**src/design/cfcu_pkg.sv**
```systemverilog
// Package with the frame layout and CRC-7 constants of the frame unpacker.
package cfcu_pkg;

  localparam int FRAME_LENGTH = 10;
  localparam int BODY_LENGTH  = FRAME_LENGTH - 1;
  localparam int POS_W        = 4;

  localparam logic [6:0] CRC_POLY = 7'h09;
  localparam logic [6:0] CRC_ZERO = 7'h00;

  localparam logic [POS_W-1:0] POS_FIRST = '0;
  localparam logic [POS_W-1:0] POS_FINAL = POS_W'(BODY_LENGTH);

  typedef logic [7:0]       byte_t;
  typedef logic [6:0]       crc_t;
  typedef logic [POS_W-1:0] pos_t;

endpackage

```
**src/design/cfcu_crc7_step.sv**
```systemverilog
// One-byte CRC-7 update, x^7+x^3+1, MSB first, all eight bits.
module cfcu_crc7_step (
  input  cfcu_pkg::crc_t  crc_in,
  input  cfcu_pkg::byte_t data_in,
  output cfcu_pkg::crc_t  crc_out
);
  import cfcu_pkg::*;

  // Eight shift steps; bit 7 showing up folds back through the polynomial
  always_comb begin
    logic [7:0] t;
    t = {1'b0, crc_in};
    for (int k = 7; k >= 0; k--) begin
      t = {t[6:0], data_in[k]};
      if (t[7]) begin
        t = {1'b0, t[6:0] ^ CRC_POLY};
      end
    end
    crc_out = t[6:0];
  end

endmodule

```
**src/design/config_frame_crc7_unpacker.sv**
```systemverilog
// Top level of the CRC-7 configuration frame unpacker.
// Takes one frame byte per clock while in_stall is low: an accepted word lands in the input register,
// and on the check byte the result is written from there into the result register. Throughput is
// one byte per cycle while not stalled, set by the single input register feeding the byte-wide CRC
// update and the result register; the input side stalls only while a result is held by out_stall and
// another byte already waits in the input register. A frame is nine body bytes and a check byte; a byte with
// in_frame_start high always begins a new frame, dropping any partial one. Bad frames give
// out_crc_ok low with every other field zero.
module config_frame_crc7_unpacker (
  input  logic            clk,
  input  logic            rst_n,
  input  logic            in_valid,
  output logic            in_stall,
  input  cfcu_pkg::byte_t in_data_byte,
  input  logic            in_frame_start,
  output logic            out_valid,
  input  logic            out_stall,
  output logic            out_crc_ok,
  output cfcu_pkg::byte_t out_device_id,
  output logic [23:0]     out_date_word,
  output logic [15:0]     out_time_word,
  output logic [15:0]     out_temp_poll_time,
  output cfcu_pkg::byte_t out_mag_poll_time
);
  import cfcu_pkg::*;

  // Input register
  logic  s1_valid_r;
  byte_t s1_byte_r;
  logic  s1_start_r;

  // Frame state
  pos_t  pos_r, pos_nxt;
  crc_t  crc_r, crc_nxt;
  byte_t frame_bytes_r [BODY_LENGTH];

  // Result register
  logic        out_valid_r;
  logic        crc_ok_r;
  byte_t       device_id_r;
  logic [23:0] date_word_r;
  logic [15:0] time_word_r;
  logic [15:0] temp_poll_r;
  byte_t       mag_poll_r;

  logic  adv;
  logic  is_final;
  logic  ok;
  pos_t  pos_cur;
  crc_t  crc_cur;
  crc_t  crc_upd;

  // Stage advances unless a result sits unaccepted
  assign adv      = !(out_valid_r && out_stall);
  assign in_stall = s1_valid_r && !adv;

  // Start of frame clears position and remainder first
  assign pos_cur  = s1_start_r ? POS_FIRST : pos_r;
  assign crc_cur  = s1_start_r ? CRC_ZERO : crc_r;
  assign is_final = (pos_cur >= POS_FINAL);
  assign ok       = ({1'b0, crc_cur} == s1_byte_r);

  cfcu_crc7_step u_crc (
    .crc_in  (crc_cur),
    .data_in (s1_byte_r),
    .crc_out (crc_upd)
  );

  // Next frame state
  always_comb begin
    if (is_final) begin
      pos_nxt = POS_FIRST;
      crc_nxt = CRC_ZERO;
    end else begin
      pos_nxt = pos_cur + 1'b1;
      crc_nxt = crc_upd;
    end
  end

  // Input register and frame state
  always_ff @(posedge clk) begin
    if (!rst_n) begin
      s1_valid_r <= 1'b0;
      pos_r      <= POS_FIRST;
      crc_r      <= CRC_ZERO;
    end else begin
      if (!in_stall) begin
        s1_valid_r <= in_valid;
      end
      if (adv && s1_valid_r) begin
        pos_r <= pos_nxt;
        crc_r <= crc_nxt;
      end
    end
  end

  always_ff @(posedge clk) begin
    if (!in_stall && in_valid) begin
      s1_byte_r  <= in_data_byte;
      s1_start_r <= in_frame_start;
    end
  end

  // Body byte storage, one register per frame position
  for (genvar i = 0; i < BODY_LENGTH; i++) begin : g_body
    always_ff @(posedge clk) begin
      if (adv && s1_valid_r && !is_final && pos_cur == POS_W'(i)) begin
        frame_bytes_r[i] <= s1_byte_r;
      end
    end
  end

  // Result register
  always_ff @(posedge clk) begin
    if (!rst_n) begin
      out_valid_r <= 1'b0;
    end else if (adv) begin
      out_valid_r <= s1_valid_r && is_final;
    end
  end

  always_ff @(posedge clk) begin
    if (adv && s1_valid_r && is_final) begin
      crc_ok_r <= ok;
      if (ok) begin
        device_id_r <= frame_bytes_r[0];
        date_word_r <= {frame_bytes_r[3], frame_bytes_r[2], frame_bytes_r[1]};
        time_word_r <= {frame_bytes_r[4], frame_bytes_r[5]};
        temp_poll_r <= {frame_bytes_r[6], frame_bytes_r[7]};
        mag_poll_r  <= frame_bytes_r[8];
      end else begin
        device_id_r <= '0;
        date_word_r <= '0;
        time_word_r <= '0;
        temp_poll_r <= '0;
        mag_poll_r  <= '0;
      end
    end
  end

  assign out_valid          = out_valid_r;
  assign out_crc_ok         = crc_ok_r;
  assign out_device_id      = device_id_r;
  assign out_date_word      = date_word_r;
  assign out_time_word      = time_word_r;
  assign out_temp_poll_time = temp_poll_r;
  assign out_mag_poll_time  = mag_poll_r;

endmodule

```
**config.mk**
```make
export PLATFORM = sky130hd
export DESIGN_NAME = config_frame_crc7_unpacker
export DESIGN_NICKNAME = d
export VERILOG_FILES = /design/src/design/cfcu_pkg.sv /design/src/design/cfcu_crc7_step.sv /design/src/design/config_frame_crc7_unpacker.sv
export SDC_FILE = /design/constraint.sdc
export NUM_CORES = 1
export LEC_CHECK = 0
export ABC_AREA = 0
export BUFFER_PORTS_ARGS = -buffer_cell sky130_fd_sc_hd__buf_2
export CAP_MARGIN = 20
export CELL_PAD_IN_SITES_DETAIL_PLACEMENT = 0
export CELL_PAD_IN_SITES_GLOBAL_PLACEMENT = 2
export CORE_MARGIN = 10
export CORE_UTILIZATION = 41
export CTS_CLUSTER_SIZE = 12
export DETAILED_ROUTE_END_ITERATION = 7
export GPL_TIMING_DRIVEN = 1
export HOLD_SLACK_MARGIN = 0.05
export PLACE_DENSITY = 0.76
export RECOVER_POWER = 100
export SLEW_MARGIN = 0
export SYNTH_ARGS = -nofsm -noshare
export SYNTH_HDL_FRONTEND = slang
export SYNTH_SLANG_ARGS = --single-unit
```
**constraint.sdc**
```tcl
create_clock -name clk -period 6.1 [get_ports clk]
set_clock_uncertainty 0.05 [all_clocks]
set_input_delay 0.305 -clock clk [delete_from_list [all_inputs] [get_ports clk]]
set_output_delay 0.305 -clock clk [all_outputs]
set_load 0.05 [all_outputs]
```
==> flow_metrics.env, run 1 <==
export IMPL_clock_sinks=167
export IMPL_p_switching_uw=490
export IMPL_cts_buffers=17
export IMPL_clkPwrFrac=0.431
export IMPL_grt_max_degree=74
export IMPL_cts_tree="yes"
export IMPL_die_area_mm2=0.0204
export IMPL_maxSlewViolCount=97
export IMPL_failed_checks="capacitance limit, slew limit"
export IMPL_status="finished, violations left"
export IMPL_synthCells=368
export IMPL_antenna_found_initial=0
export IMPL_path_clk_slew_ns=0.06
export IMPL_die_y_um=143
export IMPL_place_gp_congestion=0.808
export IMPL_grt_pass1_wl_um=18100
export IMPL_start_util=0.422
export IMPL_synth_edff_count=154
export IMPL_slew_limit_headroom=-0.560
export IMPL_gr_usage_all_layers=0.118
export IMPL_drc=0
export IMPL_max_vdd_ir_drop_v=0.000166
export IMPL_antennaDiodeCount=0
export IMPL_rsz0062_at_grt="no"
export IMPL_grt_pass1_vias=3252
export IMPL_drt_iter0_drc=246
export IMPL_post_synth_top_count_cell="edfxtp_1"
export IMPL_globalRoute_totalOverflow=0
export IMPL_drv_cap=2
export IMPL_io_pins=88
export IMPL_wl_per_cell_um=17.9
export IMPL_die_w_um=143
export IMPL_worstMarginPinSlew_ns=2.34
export IMPL_yosysUniqueCellTypes=34
export IMPL_dr_pass1_iters=4
export IMPL_place_hpwl_um=7400
export IMPL_ys_seq_elements=167
export IMPL_synth_top_area_share=0.748
export IMPL_hold_viol_final=0
export IMPL_netlist_area_mm2=0.00618
export IMPL_synth_top_cells_by_area="edfxtp_1 75%, and3_2 5.6%, dfxtp_1 4.2%"
export IMPL_cts_setup_buffers=0
export IMPL_postSynth_asyncResetShare=0
export IMPL_clock_latency_ns=0.41
export IMPL_antenna_left=0
export IMPL_power_leakage_nw=2.47
export IMPL_swShare=0.201
export IMPL_core_region_area_mm2=0.0146
export IMPL_intPower_mw=1.94
export IMPL_r2r_setup_slack_ns=2.12
export IMPL_cp_data_required_time_ns=6.33
export IMPL_criticalPathCategory="reg -> reg"
export IMPL_synth_top_area_cell="edfxtp_1"
export IMPL_hold_path_class="in -> reg"
export IMPL_endpoint_kind="register"
export IMPL_layout_drive_gt1_share=0.182
export IMPL_startpoint_type="register"
export IMPL_fin_setup_tns_ns=0
export IMPL_num_nets_final=486
export IMPL_seqPwrFrac=0.533
export IMPL_whs_ns=0.144
export IMPL_syn_area_per_cell_um2=16.8
export IMPL_post_drt_via_cell_ratio=4.88
export IMPL_vias=3261
export IMPL_port_buffers=87
export IMPL_critPathArrivalTime_ns=4.21
export IMPL_ys_warnings_count=0
export IMPL_h_tree_depth=4
export IMPL_synth_commonest_cells="154 x edfxtp_1, 46 x and3_2, 28 x and3_1, 14 x nor2_1, 13 x dfxtp_1"
export IMPL_fin_crit_ns=3.98
export IMPL_fmaxAchievable_ghz=0.251
export IMPL_period_share=0.653
export IMPL_crit_path_max_fanout=73
export IMPL_row_count=44
export IMPL_synthFlopType="edfxtp_1"
export IMPL_ys_seq_area_frac=0.790
export IMPL_wl_um=12000
export IMPL_cts_root_buf="clkbuf_16"
export IMPL_clock_path_buffers=2
export IMPL_p_per_area_mw_per_mm2=329
export IMPL_syn_to_final_growth_pct=19.5
export IMPL_syn_nets=383
export IMPL_setup_viol_count_final=0
export IMPL_combPwrFrac=0.036
[routing by layer]
layer  vias to the layer above  part of all wire  wire length, um  global-route usage
met4                         0             0.011              132              0.0554
li1                       1591                 -                -                   -
met1                      1585              0.42             5060               0.132
met2                        76              0.51             6110               0.202
met5                         -                 0                0                   0
met3                         9             0.057              686              0.0381
[power groups by stage]
| stage | logic (mW) | clock network [mW] | registers [mW] |
|---|---|---|---|
| 5_1_grt | 0.0966 | 1.11 | 1.30 |
| 2_1_floorplan | 0.0578 | 0 | 1.31 |
| 3_3_place_gp | 0.0804 | 0 | 1.32 |
| 4_1_cts | 0.0871 | 1.07 | 1.30 |
| 3_5_place_dp | 0.0816 | 0 | 1.32 |
| 6_report | 0.0865 | 1.05 | 1.30 |
[logic make-up after synthesis]
kind of cell / after synthesis / synth area share
buffers and inverters: 27 / 0.0178
and+or+nand+nor: 127 / 0.129
AOI/OAI and AO/OA: 30 / 0.0356
adders and majority gates: 2 / 0.00405
xor gates and xnor gates: 15 / 0.0235
DFF: 167 / 0.790
[path summary, 6_finish.rpt]
check / start / to / cells past startpoint
worst max-delay path: s1_byte_r[5]$_DFFE_PP_ / out_time_word[1]$_SDFFCE_PN0P_ / 5
worst min register to register: crc_r[1]$_SDFFE_PN0N_ / crc_r[1]$_SDFFE_PN0N_ / 2
worst min-delay path: rst_n / s1_valid_r$_SDFFE_PN0N_ / 2
worst max register to register: s1_byte_r[5]$_DFFE_PP_ / out_time_word[1]$_SDFFCE_PN0P_ / 5
[repair_timing]
item                      in CTS  in global routing
hold endpoints to repair      10                  0
resized for setup              0                  0
hold buffers                  10                  0
[critical path: stages, from the launching register on]
cell and delay [ns]:
edfxtp_1 0.79, nor2_1 0.08, a221o_1 0.31, a2111oi_0 0.47
clkbuf_1 1.71, and3_2 0.41
[stage by stage]
stage / setup slack, ns / power, mW / cells / util / area [um^2]
2_1_floorplan: 1.00 / 1.37 / 368 / - / 6180
3_3_place_gp: 3.11 / 1.40 / 625 / 0.465 / 6810
3_5_place_dp: 3.01 / 1.40 / 625 / 0.465 / 6810
4_1_cts: 2.98 / 2.45 / 667 / 0.512 / 7500
5_1_grt: 1.68 / 2.51 / 668 / 0.505 / 7390
6_report: 2.12 / 2.43 / 668 / 0.505 / 7390
[layout make-up]
class	count	area [um^2]
repair buffers	102	479
clock buffers	20	437
clock inverters	12	150
fillers	1253	7260
inverters	9	33.8
flip-flops and latches	167	4880
multi-input cells	174	1170
well taps	184	230
[sequential cells by signal, indices dropped and copies added, names as in the netlist]
| register | count |
|---|---|
| pos_r | 4 |
| out_temp_poll_time | 16 |
| s1_valid_r | 1 |
| crc_r | 7 |
| out_mag_poll_time | 8 |
| out_device_id | 8 |
| frame_bytes_r | 72 |
| s1_start_r | 1 |
| out_date_word | 24 |
| s1_byte_r | 8 |
| out_valid | 1 |
| out_time_word | 16 |
| out_crc_ok | 1 |
[cells in the final DEF, fill, tap and decap left out, drive strengths merged]
master	count
a2111oi	2
a211oi	2
a21bo	1
a21boi	2
a21o	1
a21oi	4
a221o	1
a22oi	2
a31o	1
and2	8
and3	74
buf	13
bufinv	3
clkbuf	99
clkinv	4
clkinvlp	3
dfxtp	13
dlygate4sd3	10
edfxtp	154
ha	2
inv	11
nand2	8
nand2b	4
nand3	3
nand3b	2
nor2	14
nor2b	7
nor3	2
nor3b	2
nor4	3
o21a	4
o21ai	8
o22ai	2
xnor2	12
xnor3	1
xor2	2
No activity file was read; power rests on OpenSTA's default activity.
==> run 2, diff against run 1 <==
==> constraint.sdc (replaced) <==
create_clock -name clk -period 3.7 [get_ports clk]
set_clock_uncertainty 0.05 [all_clocks]
set_input_delay 0.185 -clock clk [delete_from_list [all_inputs] [get_ports clk]]
set_output_delay 0.185 -clock clk [all_outputs]
set_load 0.05 [all_outputs]
==> run 2 against run 1 <==
  * The run now ends clean
  * Critical endpoint is now out_date_word[20]$_SDFFCE_PN0P_
  * Die area stayed put
  * Power rose by 68%
  * Worst hold slack lost 0.055 ns
  * Count of clock-buffer cells in the layout shrank 2
  * Critical path type unchanged
  * Routed wire length rose by 3.9%
  * Flip-flop and latch count unchanged
  * First-iteration DRC count shrank 21%
==> flow_metrics.env, run 2 (synthesis gave the netlist of run 1 again) <==
export IMPL_endpoint_kind="register"
export IMPL_num_nets_final=492
export IMPL_clkPwrFrac=0.442
export IMPL_nFillCells=1286
export IMPL_vias=3317
export IMPL_fin_setup_tns_ns=0
export IMPL_drv_cap=0
export IMPL_regMostFlops="frame_bytes_r"
export IMPL_grt_pass1_wl_um=19100
export IMPL_max_vdd_ir_drop_v=0.000304
export IMPL_slowest_stage="clkbuf_1"
export IMPL_hold_viol_final=0
export IMPL_period_share=0.814
export IMPL_critPathArrivalTime_ns=3.23
export IMPL_regArea_mm2=0.00488
export IMPL_antenna_found_initial=0
export IMPL_crit_path_max_fanout=22
export IMPL_wl_um=12500
export IMPL_cts_buffers=17
export IMPL_gr_usage_all_layers=0.125
export IMPL_clock_sinks=167
export IMPL_fmaxAchievable_ghz=0.332
export IMPL_power_leakage_nw=2.51
export IMPL_worstMarginPinSlew_ns=0.930
export IMPL_rsz0062_at_grt="no"
export IMPL_cp_data_required_time_ns=3.92
export IMPL_cts_setup_buffers=0
export IMPL_layout_commonest_cell="edfxtp_1"
export IMPL_critical_path_most_common_cell="clkbuf_1"
export IMPL_grt_max_degree=52
export IMPL_io_pins=88
export IMPL_place_gp_congestion=0.753
export IMPL_antenna_left=0
export IMPL_cp_cell_sequence="clkbuf_1 -> nor2_1 -> a221o_1 -> a2111oi_4 -> clkbuf_1 -> and3_1"
export IMPL_cts_root_buf="clkbuf_16"
export IMPL_p_per_area_mw_per_mm2=547
export IMPL_combPwrFrac=0.037
export IMPL_post_drt_via_cell_ratio=4.92
export IMPL_drt_iter0_drc=195
export IMPL_mostFrequentLayoutCells="154 x edfxtp_1, 80 x clkbuf_1, 46 x and3_2"
export IMPL_setup_viol_count_final=0
export IMPL_place_hpwl_um=7820
export IMPL_path_clk_slew_ns=0.06
export IMPL_ctsResizeCount=0
export IMPL_maxSlewViolCount=0
export IMPL_cts_tree="yes"
export IMPL_fin_crit_ns=3.01
export IMPL_layout_drive_gt1_share=0.196
export IMPL_row_count=44
export IMPL_seqPwrFrac=0.521
export IMPL_intPower_mw=3.26
export IMPL_drc=0
export IMPL_core_region_area_mm2=0.0146
export IMPL_multiInputGateArea_mm2=0.00120
export IMPL_globalRoute_totalOverflow=0
export IMPL_antennaDiodeCount=0
export IMPL_die_area_mm2=0.0204
export IMPL_clock_path_buffers=2
export IMPL_dr_pass1_iters=4
export IMPL_grt_pass1_vias=3416
export IMPL_start_util=0.422
export IMPL_power_mw=4.09
export IMPL_slew_limit_headroom=0.380
export IMPL_p_switching_uw=828
export IMPL_die_y_um=143
export IMPL_wl_per_cell_um=18.5
export IMPL_largest_register_ffs=72
export IMPL_swShare=0.202
export IMPL_startpoint_type="register"
export IMPL_syn_to_final_growth_pct=21.1
export IMPL_status="completed"
export IMPL_clock_latency_ns=0.42
export IMPL_criticalPathCategory="reg -> reg"
export IMPL_cpPeakStageDelay_ns=0.69
export IMPL_die_w_um=143
export IMPL_h_tree_depth=4
export IMPL_port_buffers=87
export IMPL_hold_path_class="in -> reg"
==> run 2: area by class of cell <==
type                            instances  share of cell area
Multi-Input combinational cell        174               0.160
Timing Repair Buffer                  108              0.0701
Clock inverter                         14              0.0242
Sequential cell                       167               0.653
Tap cell                              184              0.0308
Clock buffer                           18              0.0573
Inverter                                9             0.00451
==> run 2: worst max-delay path, delay by kind of cell (launching register included) <==
family          cells  cell delay (ns)
compound gates      2             0.72
flops               1             0.32
buf+inv             2             1.33
simple gates        2             0.42
==> run 2: final timing paths <==
path	startpoint	to	slack, ns	cells past startpoint
hold / removal	out_stall	out_valid$_SDFFE_PN0N_	0.09	3
setup reg to reg	s1_start_r$_DFFE_PP_	out_date_word[20]$_SDFFCE_PN0P_	0.69	6
setup / recovery	s1_start_r$_DFFE_PP_	out_date_word[20]$_SDFFCE_PN0P_	0.69	6
hold reg to reg	crc_r[1]$_SDFFE_PN0N_	crc_r[1]$_SDFFE_PN0N_	0.46	2
==> run 2: power groups by stage <==
stage,logic [mW],clock network (mW),registers [mW]
floorplan,0.0957,0,2.16
global route,0.170,1.93,2.14
detailed placement,0.144,0,2.17
CTS,0.155,1.85,2.14
global placement,0.142,0,2.17
finish,0.152,1.81,2.13
==> run 2: metal layers <==
layer	share of wire	global-route usage
met5	0	0
met4	0.020	0.0565
met3	0.069	0.0438
met2	0.50	0.208
met1	0.42	0.141
==> run 2: through the flow <==
stage / instance area (um^2) / instances / hold WS (ns) / util / setup slack (ns)
6_report: 7480 / 674 / 0.0892 / 0.511 / 0.689
5_1_grt: 7480 / 674 / 0.0955 / 0.511 / 0.454
4_1_cts: 7590 / 674 / 0.0671 / 0.519 / 1.03
3_5_place_dp: 6860 / 630 / 0.313 / 0.469 / 1.10
3_3_place_gp: 6860 / 630 / 0.314 / 0.469 / 1.14
2_1_floorplan: 6190 / 368 / 0.234 / - / 0.645
==> run 2: what timing repair did <==
item | in CTS | in global routing
endpoints found under the setup margin | 0 | 0
hold buffers | 12 | 0
hold endpoints to repair | 15 | 0
